--- config.mk ---
export PLATFORM = sky130hd
export DESIGN_NAME = cpi_out
export DESIGN_NICKNAME = d
export VERILOG_FILES = /design/src/sv/cpi_pkg.sv /design/src/sv/cpi_out.sv
export SDC_FILE = /design/constraint.sdc
export NUM_CORES = 1
export LEC_CHECK = 0
export BUFFER_PORTS_ARGS = -buffer_cell sky130_fd_sc_hd__buf_4
export CORE_MARGIN = 8
export CORE_UTILIZATION = 36
export DETAILED_ROUTE_END_ITERATION = 8
export PLACE_DENSITY_LB_ADDON = 0.25
export SLEW_MARGIN = 0
export SYNTH_ARGS = -nofsm -noshare
export SYNTH_HDL_FRONTEND = slang
export SYNTH_SLANG_ARGS = --single-unit
export TNS_END_PERCENT = 5
--- constraint.sdc ---
create_clock -name clock -period 1.1 [get_ports clock]
set_input_delay 0.11 -clock clock [delete_from_list [all_inputs] [get_ports clock]]
set_output_delay 0.11 -clock clock [all_outputs]
set_load 0.01 [all_outputs]
--- src/sv/cpi_pkg.sv ---
// Shared constants and the beat record that travels down the palette cell chain.
// No dependencies.
package cpi_pkg;

   localparam int PALETTE_DEPTH = 256;   // 2 .. 256
   localparam int COLOR_W       = 32;
   localparam int IDX_W         = 8;
   localparam int COUNT_W       = 9;

   typedef struct packed {
      logic               new_image;
      logic [COLOR_W-1:0] color;      // {red, green, blue, alpha}
      logic               found;      // matched or appended somewhere upstream
      logic               added;
      logic [IDX_W-1:0]   index;
      logic [COUNT_W-1:0] count;      // occupied entries seen so far
   } beat_type;

endpackage

--- src/sv/cpi_out.sv ---
// Output stage: sticky overflow tracking and the result register.
// Uses cpi_pkg.
module cpi_out
   import cpi_pkg::*;
(
   input  logic               clock,
   input  logic               reset,
   input  logic               advance,
   input  logic               tail_valid,
   input  beat_type           tail_beat,
   output logic               rsp_valid,
   output logic [IDX_W-1:0]   rsp_color_index,
   output logic               rsp_added,
   output logic               rsp_overflow,
   output logic [COUNT_W-1:0] rsp_colors_used
);

   logic               sticky_ff;
   logic               sticky_in;
   logic               valid_ff;
   logic [IDX_W-1:0]   index_ff;
   logic [IDX_W-1:0]   index_in;
   logic               added_ff;
   logic               overflow_ff;
   logic [COUNT_W-1:0] used_ff;

   always_comb begin
      // no match and no free cell means the palette was full
      sticky_in = (sticky_ff & ~tail_beat.new_image) | ~tail_beat.found;
      index_in  = tail_beat.found ? tail_beat.index : '0;
   end

   always_ff @(posedge clock) begin
      if (reset) begin
         sticky_ff <= 1'b0;
         valid_ff  <= 1'b0;
      end else if (advance) begin
         valid_ff <= tail_valid;
         if (tail_valid) begin
            sticky_ff <= sticky_in;
         end
      end
   end

   always_ff @(posedge clock) begin
      if (advance) begin
         index_ff    <= index_in;
         added_ff    <= tail_beat.added;
         overflow_ff <= sticky_in;
         used_ff     <= tail_beat.count;
      end
   end

   assign rsp_valid       = valid_ff;
   assign rsp_color_index = index_ff;
   assign rsp_added       = added_ff;
   assign rsp_overflow    = overflow_ff;
   assign rsp_colors_used = used_ff;

endmodule

==> Yosys cells after proc, flatten, opt, wreduce, memory -nomap -nowiden <==
Cells that the tools add are included.
{ "word_totals": {"regBits": 21, "word_cells": 11, "out_inout_bits": 20, "in_bits": 56} }
{ "classes": {"bitwise_logic": 4, "n_reduce_logical": 1} }
{ "ops": {"columns": ["cell", "count"], "rows": [
  ["1-bit inverter", 2],
  ["2-bit AND reduction", 1],
  ["1-bit bitwise AND", 1],
  ["1-bit bitwise OR", 1]
]} }

==> Logic depth before layout (Yosys ltp) <==
{ "depth": {"depth_word": 3, "depth_mapped": 2} }

==> Least setup slack after synthesis <==
Ideal clock, no wire load.
{ "synth_path": {"path_type": "register to register", "startpoint": "register sticky_ff", "endpoint": "register sticky_ff", "stages_incl_launch_ff": 3, "path_slack_ns": 0.419, "synth_period_minus_slack_ns": 0.681, "arrival_time_ns": 0.593, "required_time_ns": 1.012, "path_cell_list": "dfxtp_1 or2b_1 o32ai_2"} }
{ "synth_between": {"elab_chain_cells": 2} }
{ "synth_lines": {"columns": ["element", "line_no", "text"], "rows": [
  ["from (decl)", "cpi_out.sv:18", "logic sticky_ff;"],
  ["from (signal assigned)", "cpi_out.sv:40", "sticky_ff <= sticky_in;"],
  ["1-bit bitwise AND", "cpi_out.sv:29", "sticky_in = (sticky_ff & ~tail_beat.new_image) | ~tail_beat.found;"],
  ["1-bit bitwise OR", "cpi_out.sv:29", null]
]} }
No other way between the ends.
A chain may end at the register's enable or synchronous reset.

==> Final worst setup path <==
{ "layout_path": {"startpoint": "register added_ff (netlist: rsp_added)", "endpoint": "output rsp_added"} }
{ "layout_rtl": {"columns": ["element", "line_no", "text"], "rows": [
  ["from (decl)", "cpi_out.sv:23", "logic added_ff;"],
  ["from (signal assigned)", "cpi_out.sv:48", "added_ff <= tail_beat.added;"],
  ["to (decl)", "cpi_out.sv:13", "output logic rsp_added,"]
]} }
No word-level cell between the ends.

==> metrics.json <==
{
  "critical_path": {
    "worstSetupStartpointType": "flop",
    "slowest_library_cell_on_the_worst_path": "edfxtp_1",
    "worst_endpoint_data_arrival_time_ps": 840,
    "critical_path.endpoint_type": "output port",
    "crit_family": "flip-flops",
    "worst-setup-path-type": "flop to output port",
    "path_max_fanout": 1,
    "critPathBufInv": 1,
    "critical_path_required_ps": 990,
    "cell_by_cell_listing_of_the_critical_path": "buf_4",
    "cpPeakStageDelay_ps": 390
  },
  "route": {
    "avgRoutedWirePerCell_um": 12.9,
    "route.antenna.remaining_nets": 0,
    "vias_per_cell": 4.19,
    "drt_pre_antenna_iters": 2,
    "remaining_drc_errors": 0,
    "wl_um": 1580,
    "initialDrtViolationCount": 7,
    "via_count": 511
  },
  "synth": {
    "yosys_register_bits": 21,
    "number_of_instances_in_the_synthesized_netlist": 37,
    "synthesis_warnings": 0,
    "post-synth-top-count-cell": "edfxtp_1",
    "synth_enable_flop_cells": 19,
    "synthDominantAreaCellType": "edfxtp_1",
    "synthesis.nets": 93,
    "mappedNetlistArea_um2": 724,
    "async_flop_share_pct": 0,
    "yosysTopAreaCellShare_pct": 78.8,
    "synth_sequential_area_ratio_pct": 84.3,
    "synth.area.top_cells": "edfxtp_1, and2_2, dfxtp_1",
    "ys.flop_type": "edfxtp_1",
    "unique_masters_post_synth": 11,
    "post_synth.cell_area_avg_um2": 19.6,
    "synth_common_cells": "edfxtp_1, and2_2, dfxtp_1"
  },
  "timing": {
    "clock_skew_ps": 0.0908,
    "hold_viol": 0,
    "sum_of_negative_setup_slack_ps": 0,
    "timing.final.setup_violations": 0,
    "timing.final.crit_share_pct": 85.9,
    "grt_setup_unrepaired": "false",
    "final.hold.worst_slack_ps": 68.8,
    "final_max_slew_viol_count": 0,
    "timing.fmax_ghz": 1.06,
    "layout_min_cycle_time_ps": 945,
    "slew_headroom_pct": 83.4,
    "fin_ws_ps": 155,
    "timing_worst_slew_pin_value_ps": 249
  },
  "clock_network": {
    "tritoncts": "built",
    "clk_pin_slew_ps": 110,
    "number_of_buffers_inserted_by_hold_repair_at_cts": 11,
    "clock_tree.buffer_depth": 2,
    "tritoncts.num_buffers": 3,
    "cts.sinks": 21,
    "clock_latency_on_the_worst_skew_pair_ps": 290,
    "root_buffer": "clkbuf_4",
    "cts_repair_resize_count": 0,
    "htree_num_levels": 1,
    "cts_setup_buffers": 0
  },
  "power_and_ir_drop": {
    "power_density_nw_per_um2": 1280,
    "maximum_vdd_drop_v": 0.000867,
    "leakage_nw": 0.515,
    "power.total_mw": 1.55
  },
  "placement": {
    "dp.final_hpwl_um": 1190,
    "place_worst_setup_slack_ps": 309,
    "io_buffer_count": 43,
    "gp_routability_congestion": 0.679
  },
  "global_routing": {
    "first_global_vias": 516,
    "grt_antenna_before_repair": 0,
    "grt-ovfl-total": 0,
    "grt_use_total_pct": 8.58,
    "wire_length_of_the_first_global_routing_pass_um": 2310,
    "grt_max_degree": 23
  },
  "die": {
    "die_w_um": 60.9,
    "placement_rows": 16,
    "initial_core_util_pct": 37.7,
    "die_h_um": 60.9,
    "floorplan.io_pins": 76,
    "core_area_um2": 1920,
    "die_area_um2": 3700
  },
  "finish": {
    "layout-drive-gt1-share_pct": 57.9,
    "synthToLayoutAreaGrowth_pct": 68.0,
    "n_antenna_cell": 0,
    "nNetsFinal": 152
  },
  "hold_path": {
    "hold_path.class": "primary input to flop"
  },
  "outcome": {
    "outcome": "finished clean"
  },
  "flow_run": {
    "drv.max_cap_violation_count": 0
  }
}
==> where the power goes <==
| part | switching (mW) | leakage, nW | internal [mW] |
|---|---|---|---|
| Combinational | 0.0915 | 0.299 | 0.158 |
| Sequential | 0.0156 | 0.201 | 0.935 |
| Clock | 0.212 | 0.0150 | 0.141 |
| Total | 0.319 | 0.515 | 1.23 |
==> stage by stage <==
stage	cells	util, %	cell area [um2]
2_1_floorplan	37	-	724
3_3_place_gp	107	56.3	1080
3_5_place_dp	107	56.3	1080
4_1_cts	122	63.3	1220
5_1_grt	122	63.3	1220
6_report	122	63.3	1220
==> registers in the layout, indices dropped and copies added (netlist names) <==
signal,count
rsp_valid,1
rsp_added,1
rsp_colors_used,9
sticky_ff,1
rsp_overflow,1
rsp_color_index,8
==> cell usage in the layout, fill, tap and decap left out, drive strengths merged <==
cell type / synthesis / routed
dlygate4sd3: 0 / 11
and3: 1 / 1
o21ai: 1 / 1
inv: 1 / 1
o32ai: 1 / 1
a21oi: 1 / 1
buf: 0 / 43
nand2b: 1 / 1
edfxtp: 19 / 19
and2: 8 / 8
nand2: 1 / 1
or2b: 1 / 1
dfxtp: 2 / 2
clkbuf: 0 / 4
==> cells by family after synthesis <==
group / count (synthesis) / share of synthesized area (%)
flip-flops: 21 / 84.3
AND/OR/NAND/NOR: 12 / 11.6
buffers and inverters: 1 / 0.518
AO/OA/AOI/OAI: 3 / 3.63
==> layer usage <==
| layer | share of wire [%] | up-vias | GRT usage, % |
|---|---|---|---|
| met4 | 0 | 0 | 2.99 |
| met3 | 8.8 | 0 | 4.03 |
| met2 | 58 | 23 | 16.7 |
| li1 | - | 252 | - |
| met5 | 0 | - | 0 |
| met1 | 34 | 236 | 7.29 |
==> final cells by class <==
class | instances | area [um2]
clock buffer | 4 | 26.3
inverter | 1 | 3.75
multi-input combinational | 15 | 110
timing repair buffer | 54 | 433
sequential | 21 | 611
fill | 159 | 704
tap | 27 | 33.8
==> worst paths after layout <==
check         endpoint          start  slack (ps)  cells past startpoint
max          rsp_added      rsp_added         150                      1
min          sticky_ff  tail_beat[18]          70                      2
max reg2reg  sticky_ff      sticky_ff         370                      2
min reg2reg  rsp_valid      rsp_valid         490                      2
Note: power is estimated with default switching activity, not from simulation.
