[config.mk]
export PLATFORM = sky130hd
export DESIGN_NAME = cpi_cell
export DESIGN_NICKNAME = d
export VERILOG_FILES = /design/src/sv/cpi_pkg.sv /design/src/sv/cpi_cell.sv
export SDC_FILE = /design/constraint.sdc
export NUM_CORES = 1
export LEC_CHECK = 0
export ABC_AREA = 1
export BUFFER_PORTS_ARGS = -buffer_cell sky130_fd_sc_hd__buf_4
export CORE_MARGIN = 5
export CORE_UTILIZATION = 50
export DETAILED_ROUTE_END_ITERATION = 12
export GPL_ROUTABILITY_DRIVEN = 0
export PLACE_DENSITY = 0.84
export SLEW_MARGIN = 20
export SYNTH_ARGS = -nofsm -noshare
export SYNTH_HDL_FRONTEND = slang
export SYNTH_SLANG_ARGS = --single-unit
[constraint.sdc]
create_clock -name clock -period 5.8 [get_ports clock]
set_input_delay 1.16 -clock clock [delete_from_list [all_inputs] [get_ports clock]]
set_output_delay 1.16 -clock clock [all_outputs]
set_load 0.1 [all_outputs]
[src/sv/cpi_pkg.sv]
// Shared constants and the beat record that travels down the palette cell chain.
// No dependencies.
package cpi_pkg;

   localparam int PALETTE_DEPTH = 256;   // 2 .. 256
   localparam int COLOR_W       = 32;
   localparam int IDX_W         = 8;
   localparam int COUNT_W       = 9;

   typedef struct packed {
      logic               new_image;
      logic [COLOR_W-1:0] color;      // {red, green, blue, alpha}
      logic               found;      // matched or appended somewhere upstream
      logic               added;
      logic [IDX_W-1:0]   index;
      logic [COUNT_W-1:0] count;      // occupied entries seen so far
   } beat_type;

endpackage

[src/sv/cpi_cell.sv]
// One palette cell: holds a single entry, compares the passing beat against it,
// claims the entry on first miss, and forwards the beat. Uses cpi_pkg.
module cpi_cell
   import cpi_pkg::*;
(
   input  logic             clock,
   input  logic             reset,
   input  logic             advance,
   input  logic [IDX_W-1:0] cell_index,
   input  logic             in_valid,
   input  beat_type         in_beat,
   output logic             out_valid,
   output beat_type         out_beat
);

   logic [COLOR_W-1:0] entry_ff;
   logic [COLOR_W-1:0] entry_in;
   logic               used_ff;
   logic               used_in;
   logic               valid_ff;
   beat_type           beat_ff;
   beat_type           beat_in;
   logic               occupied;
   logic               hit;
   logic               claim;

   always_comb begin
      // a start-of-image beat wipes each cell as it goes by
      occupied = used_ff & ~in_beat.new_image;
      hit      = occupied && (entry_ff == in_beat.color) && !in_beat.found;
      claim    = !occupied && !in_beat.found;

      beat_in  = in_beat;
      entry_in = entry_ff;
      used_in  = used_ff;
      if (in_valid) begin
         used_in = occupied | claim;
         if (claim) begin
            entry_in = in_beat.color;
         end
         if (hit || claim) begin
            beat_in.found = 1'b1;
            beat_in.index = cell_index;
         end
         beat_in.added = in_beat.added | claim;
         beat_in.count = in_beat.count + COUNT_W'(occupied | claim);
      end
   end

   always_ff @(posedge clock) begin
      if (reset) begin
         used_ff  <= 1'b0;
         valid_ff <= 1'b0;
      end else if (advance) begin
         used_ff  <= used_in;
         valid_ff <= in_valid;
      end
   end

   always_ff @(posedge clock) begin
      if (advance) begin
         entry_ff <= entry_in;
         beat_ff  <= beat_in;
      end
   end

   assign out_valid = valid_ff;
   assign out_beat  = beat_ff;

endmodule

# Word level (Yosys, flattened, before mapping)
# Index checks and enable logic that the tools add are counted.
# word_totals
ff_bits	86
out_inout_bits	53
# classes
n_addsub	1
n_eq_ne	1
n_mux	3
bitwise_logic	5
reduce_logical	8
# op_table
cell	n
== test 32 bit	1
2-to-1 mux 19 bit	1
adder 9 x 1 -> 9 bit	1
2-to-1 mux 8 bit	1
logical AND 1 bit	3
OR 1 bit	3
AND reduction 3 bit	1
logical NOT 1 bit	2
AND reduction 2 bit	1
AND 1 bit	1
logical OR 1 bit	1
2-to-1 mux 1 bit	1
NOT 1 bit	1

# Logic depth before layout (Yosys ltp)
# logic_depth
word_depth	7
depth_mapped	11

# Worst setup path after synthesis
# OpenSTA, ideal clock, no wires.
# synth_timing
path_type	in2reg
start	input port in_valid
end	register entry_ff[0] (enable)
arrival_ns	2.994
path_slack_ns	2.385
cell_stages	5
cell_sequence	inv_2 nor2_8 nand2_1 clkbuf_1 nor2_1
# synth_via
elab_chain_len	1
# synth_lines
item	line_no	text
start: declaration	cpi_cell.sv:10	input logic in_valid,
AND reduction 3 bit (no line)	n/a	
end signal: assignment	cpi_cell.sv:62	entry_ff <= entry_in;
end: declaration	cpi_cell.sv:16	logic [COLOR_W-1:0] entry_ff;
# Every way passes these cells.
# A chain may end at the register's enable or synchronous reset.

# Final worst setup path
# layout_timing
start	input port advance
end	register entry_ff[3] (enable)
# layout_via
elab_chain_len	1
# layout_lines
item	line_no	text
start: declaration	cpi_cell.sv:8	input logic advance,
AND reduction 3 bit (no line)	n/a	
# Every way passes these cells.

==> out/qor.csv <==
stage,metric,value,unit
global_route,grt_antenna_before_repair,0,
clock_network,cts-resized-gates,0,
sta,setup_viol_count_final,0,
worst_setup_path,path_max_fanout,54,
clock_network,postCtsSetupRepairBufs,0,
run_status,run_status,finished clean,
clock_network,cts-buffers-inserted,9,
logic_synthesis,synth_area,0.00376,mm²
global_route,grt_usage,17.6,%
floorplan,start_util,51.6,%
logic_synthesis,ys_warn_count,0,
worst_setup_path,arrival,2.66,ns
floorplan,fp.coreArea,0.00729,mm²
detailed_routing,ant_nets,0,
cells_and_area,final_nets,535,
min_path,hp-class,reg -> reg,
worst_setup_path,cp-start-kind,input pin,
global_route,grt_start_max_net_pins,55,
sta,relSlewSlack,39.1,%
detailed_routing,vias,2743,
clock_network,clk_latency,0.35,ns
flow_run,drv_cap,0,
sta,setup_slack,3.11,ns
pwr,p_clk_share,28.5,%
logic_synthesis,synth.distinct_cells,23,
placement,place_ws,2.70,ns
clock_network,cts_tree,done,
pwr,power_frac_comb,23.7,%
logic_synthesis,ys_seq_area_share,68.1,%
logic_synthesis,avgSynthCellArea,11.0,µm²
worst_setup_path,critPathRequiredTime,5.77,ns
sta,skew,0.00841,ns
logic_synthesis,syn_inst,343,
floorplan,die_w,96.8,µm
sta,fin_crit_sh,46.4,%
clock_network,clk_path_buf_depth,2,
clock_network,htree_levels,3,
detailed_routing,wl_per_cell,14.3,µm
logic_synthesis,synth.ff_latch_count,86,
global_route,grt_pass1_vias,2848,
placement,io_buffers,116,
pwr,power_switching,489,µW
detailed_routing,first_pass_iters,5,
floorplan,die_h,96.8,µm
pwr,pwr-share-seq,47.8,%
detailed_routing,drt_iter0_drc,127,
cells_and_area,antennaDiodeCount,0,
pwr,vdd_ir_drop_max,0.182,mV
sta,slew_viol_final,0,
global_route,grt_pass1_wl,13300,µm
logic_synthesis,synth_nets,409,
floorplan,rows,31,
logic_synthesis,synth_top_area_share,67.0,%
detailed_routing,viasPerCell,4.79,
clock_network,clkSinkCount,86,
sta,finalHoldViolCount,0,
detailed_routing,drt-total-wl,8220,µm
sta,post-route-min-period,2.69,ns
cells_and_area,fill_cells,571,
placement,hpwl,6130,µm
logic_synthesis,synth_area_leader_cell,edfxtp_1,
logic_synthesis,synth_area_leaders,"edfxtp_1 (67%), nand2_1 (11%), inv_1 (5.0%)",
sta,setup_total_negative_slack,0,ns
pwr,internal_power,1050,µW
sta,max_slew.worst_pin.slew,0.911,ns
clock_network,cts.clk_slew.worst_paths,0.08,ns
sta,rsz0062_at_grt,no,
worst_setup_path,critPathCaptureType,register,
global_route,gr-total-overflow,0,
detailed_routing,drc,0,
cells_and_area,final_area,0.00497,mm²
sta,max_freq,371,MHz
cells_and_area,drive_gt1_share,28.5,%
clock_network,cts-root-buf,clkbuf_8,
pwr,cellLeakagePower,0.00220,µW
floorplan,pin_count,117,
pwr,p_sw_share,31.8,%
cells_and_area,syn_to_final_growth,32.0,%
clock_network,postCtsHoldBufs,0,
placement,dpl_cell_area,0.00476,mm²
floorplan,die-area,0.00937,mm²
worst_setup_path,crit_type,in -> reg,
pwr,powerDensity,310,mW/mm²
-- placed cells by master, fill, tap and decap left out, types with 2 or more instances in the layout --
master,instances
buf_4,116
bufinv_16,2
clkbuf_1,2
clkbuf_8,9
clkinv_2,2
dfxtp_1,2
edfxtp_1,84
ha_1,2
inv_1,50
nand2_1,108
nand3_1,21
nand3b_1,2
nand4_1,4
nor2_1,29
nor2_2,2
o21ai_0,3
xnor2_1,20
xor2_1,5
-- path summary, 6_finish.rpt --
check | cells past startpoint | start | slack [ns] | end
setup / recovery | 3 | advance | 3.11 | entry_ff[3]
hold / removal | 2 | used_ff | 0.49 | used_ff
setup reg to reg | 5 | used_ff | 3.92 | entry_ff[3]
hold reg to reg | 2 | used_ff | 0.49 | used_ff
-- worst max-delay path, cell delays in order --
cell	delay [ns]
buf_4	0.53
inv_1	0.20
nor2_4	0.75
-- layer usage --
layer	share of wire (%)	track usage [%]	vias up
met1	40	20.4	1247
li1	-	-	1363
met3	8.1	5.11	12
met4	1.7	7.56	0
met2	51	30.3	121
met5	0	0	-
-- cells by family (layout without fill, tap and decap cells) --
family                     count (synthesis)  after routing  synth area share (%)
AOI/OAI and AO/OA                          7              7                  1.03
xor gates and xnor gates                  25             25                  5.82
adders and majority gates                  2              2                 0.665
buffers and inverters                     52            183                  5.18
DFF                                       86             86                  68.1
and+or+nand+nor                          171            171                  19.2
-- state kept, by name (all words and copies together) (netlist names) --
signal / count
out_valid: 1
used_ff: 1
out_beat: 52
entry_ff: 32
-- synthesized netlist by cell type --
cell / n
o21ai_1: 1
nor2_2: 2
nand3b_1: 2
a211oi_1: 1
edfxtp_1: 84
nand2_1: 108
nand3_4: 1
nand4_1: 4
ha_1: 2
inv_1: 50
clkbuf_1: 1
a21oi_1: 1
dfxtp_1: 2
inv_2: 1
xnor2_1: 20
xor2_1: 5
nor2_8: 1
o21ai_0: 3
nand3_1: 21
o22ai_1: 1
nor2_1: 30
and2_1: 1
nor3_1: 1
-- final cells by class --
class / count / area, µm² / share of cell area, %
Multi-Input combinational cell: 205 / 1010 / 20.4
Clock inverter: 5 / 73.8 / 1.49
Timing Repair Buffer: 116 / 871 / 17.5
Clock buffer: 11 / 131 / 2.64
Tap cell: 99 / 124 / 2.49
Inverter: 51 / 191 / 3.85
Sequential cell: 86 / 2560 / 51.6
-- through the flow --
step,hold WS [ns],std cells,total power (µW),util (%)
floorplan,0.434,343,1000,-
global placement,0.448,557,1110,65.3
detailed placement,0.474,557,1110,65.3
CTS,0.488,573,1550,68.1
global route,0.515,573,1590,68.1
finish,0.486,573,1540,68.1
-- power by group through the flow --
stage | Sequential (µW) | Clock (µW) | Combinational (µW)
floorplan | 955 | 0 | 49.3
global placement | 748 | 0 | 360
detailed placement | 749 | 0 | 366
CTS | 735 | 449 | 367
global route | 738 | 476 | 381
finish | 735 | 438 | 365
No activity file was read; power rests on OpenSTA's default activity.
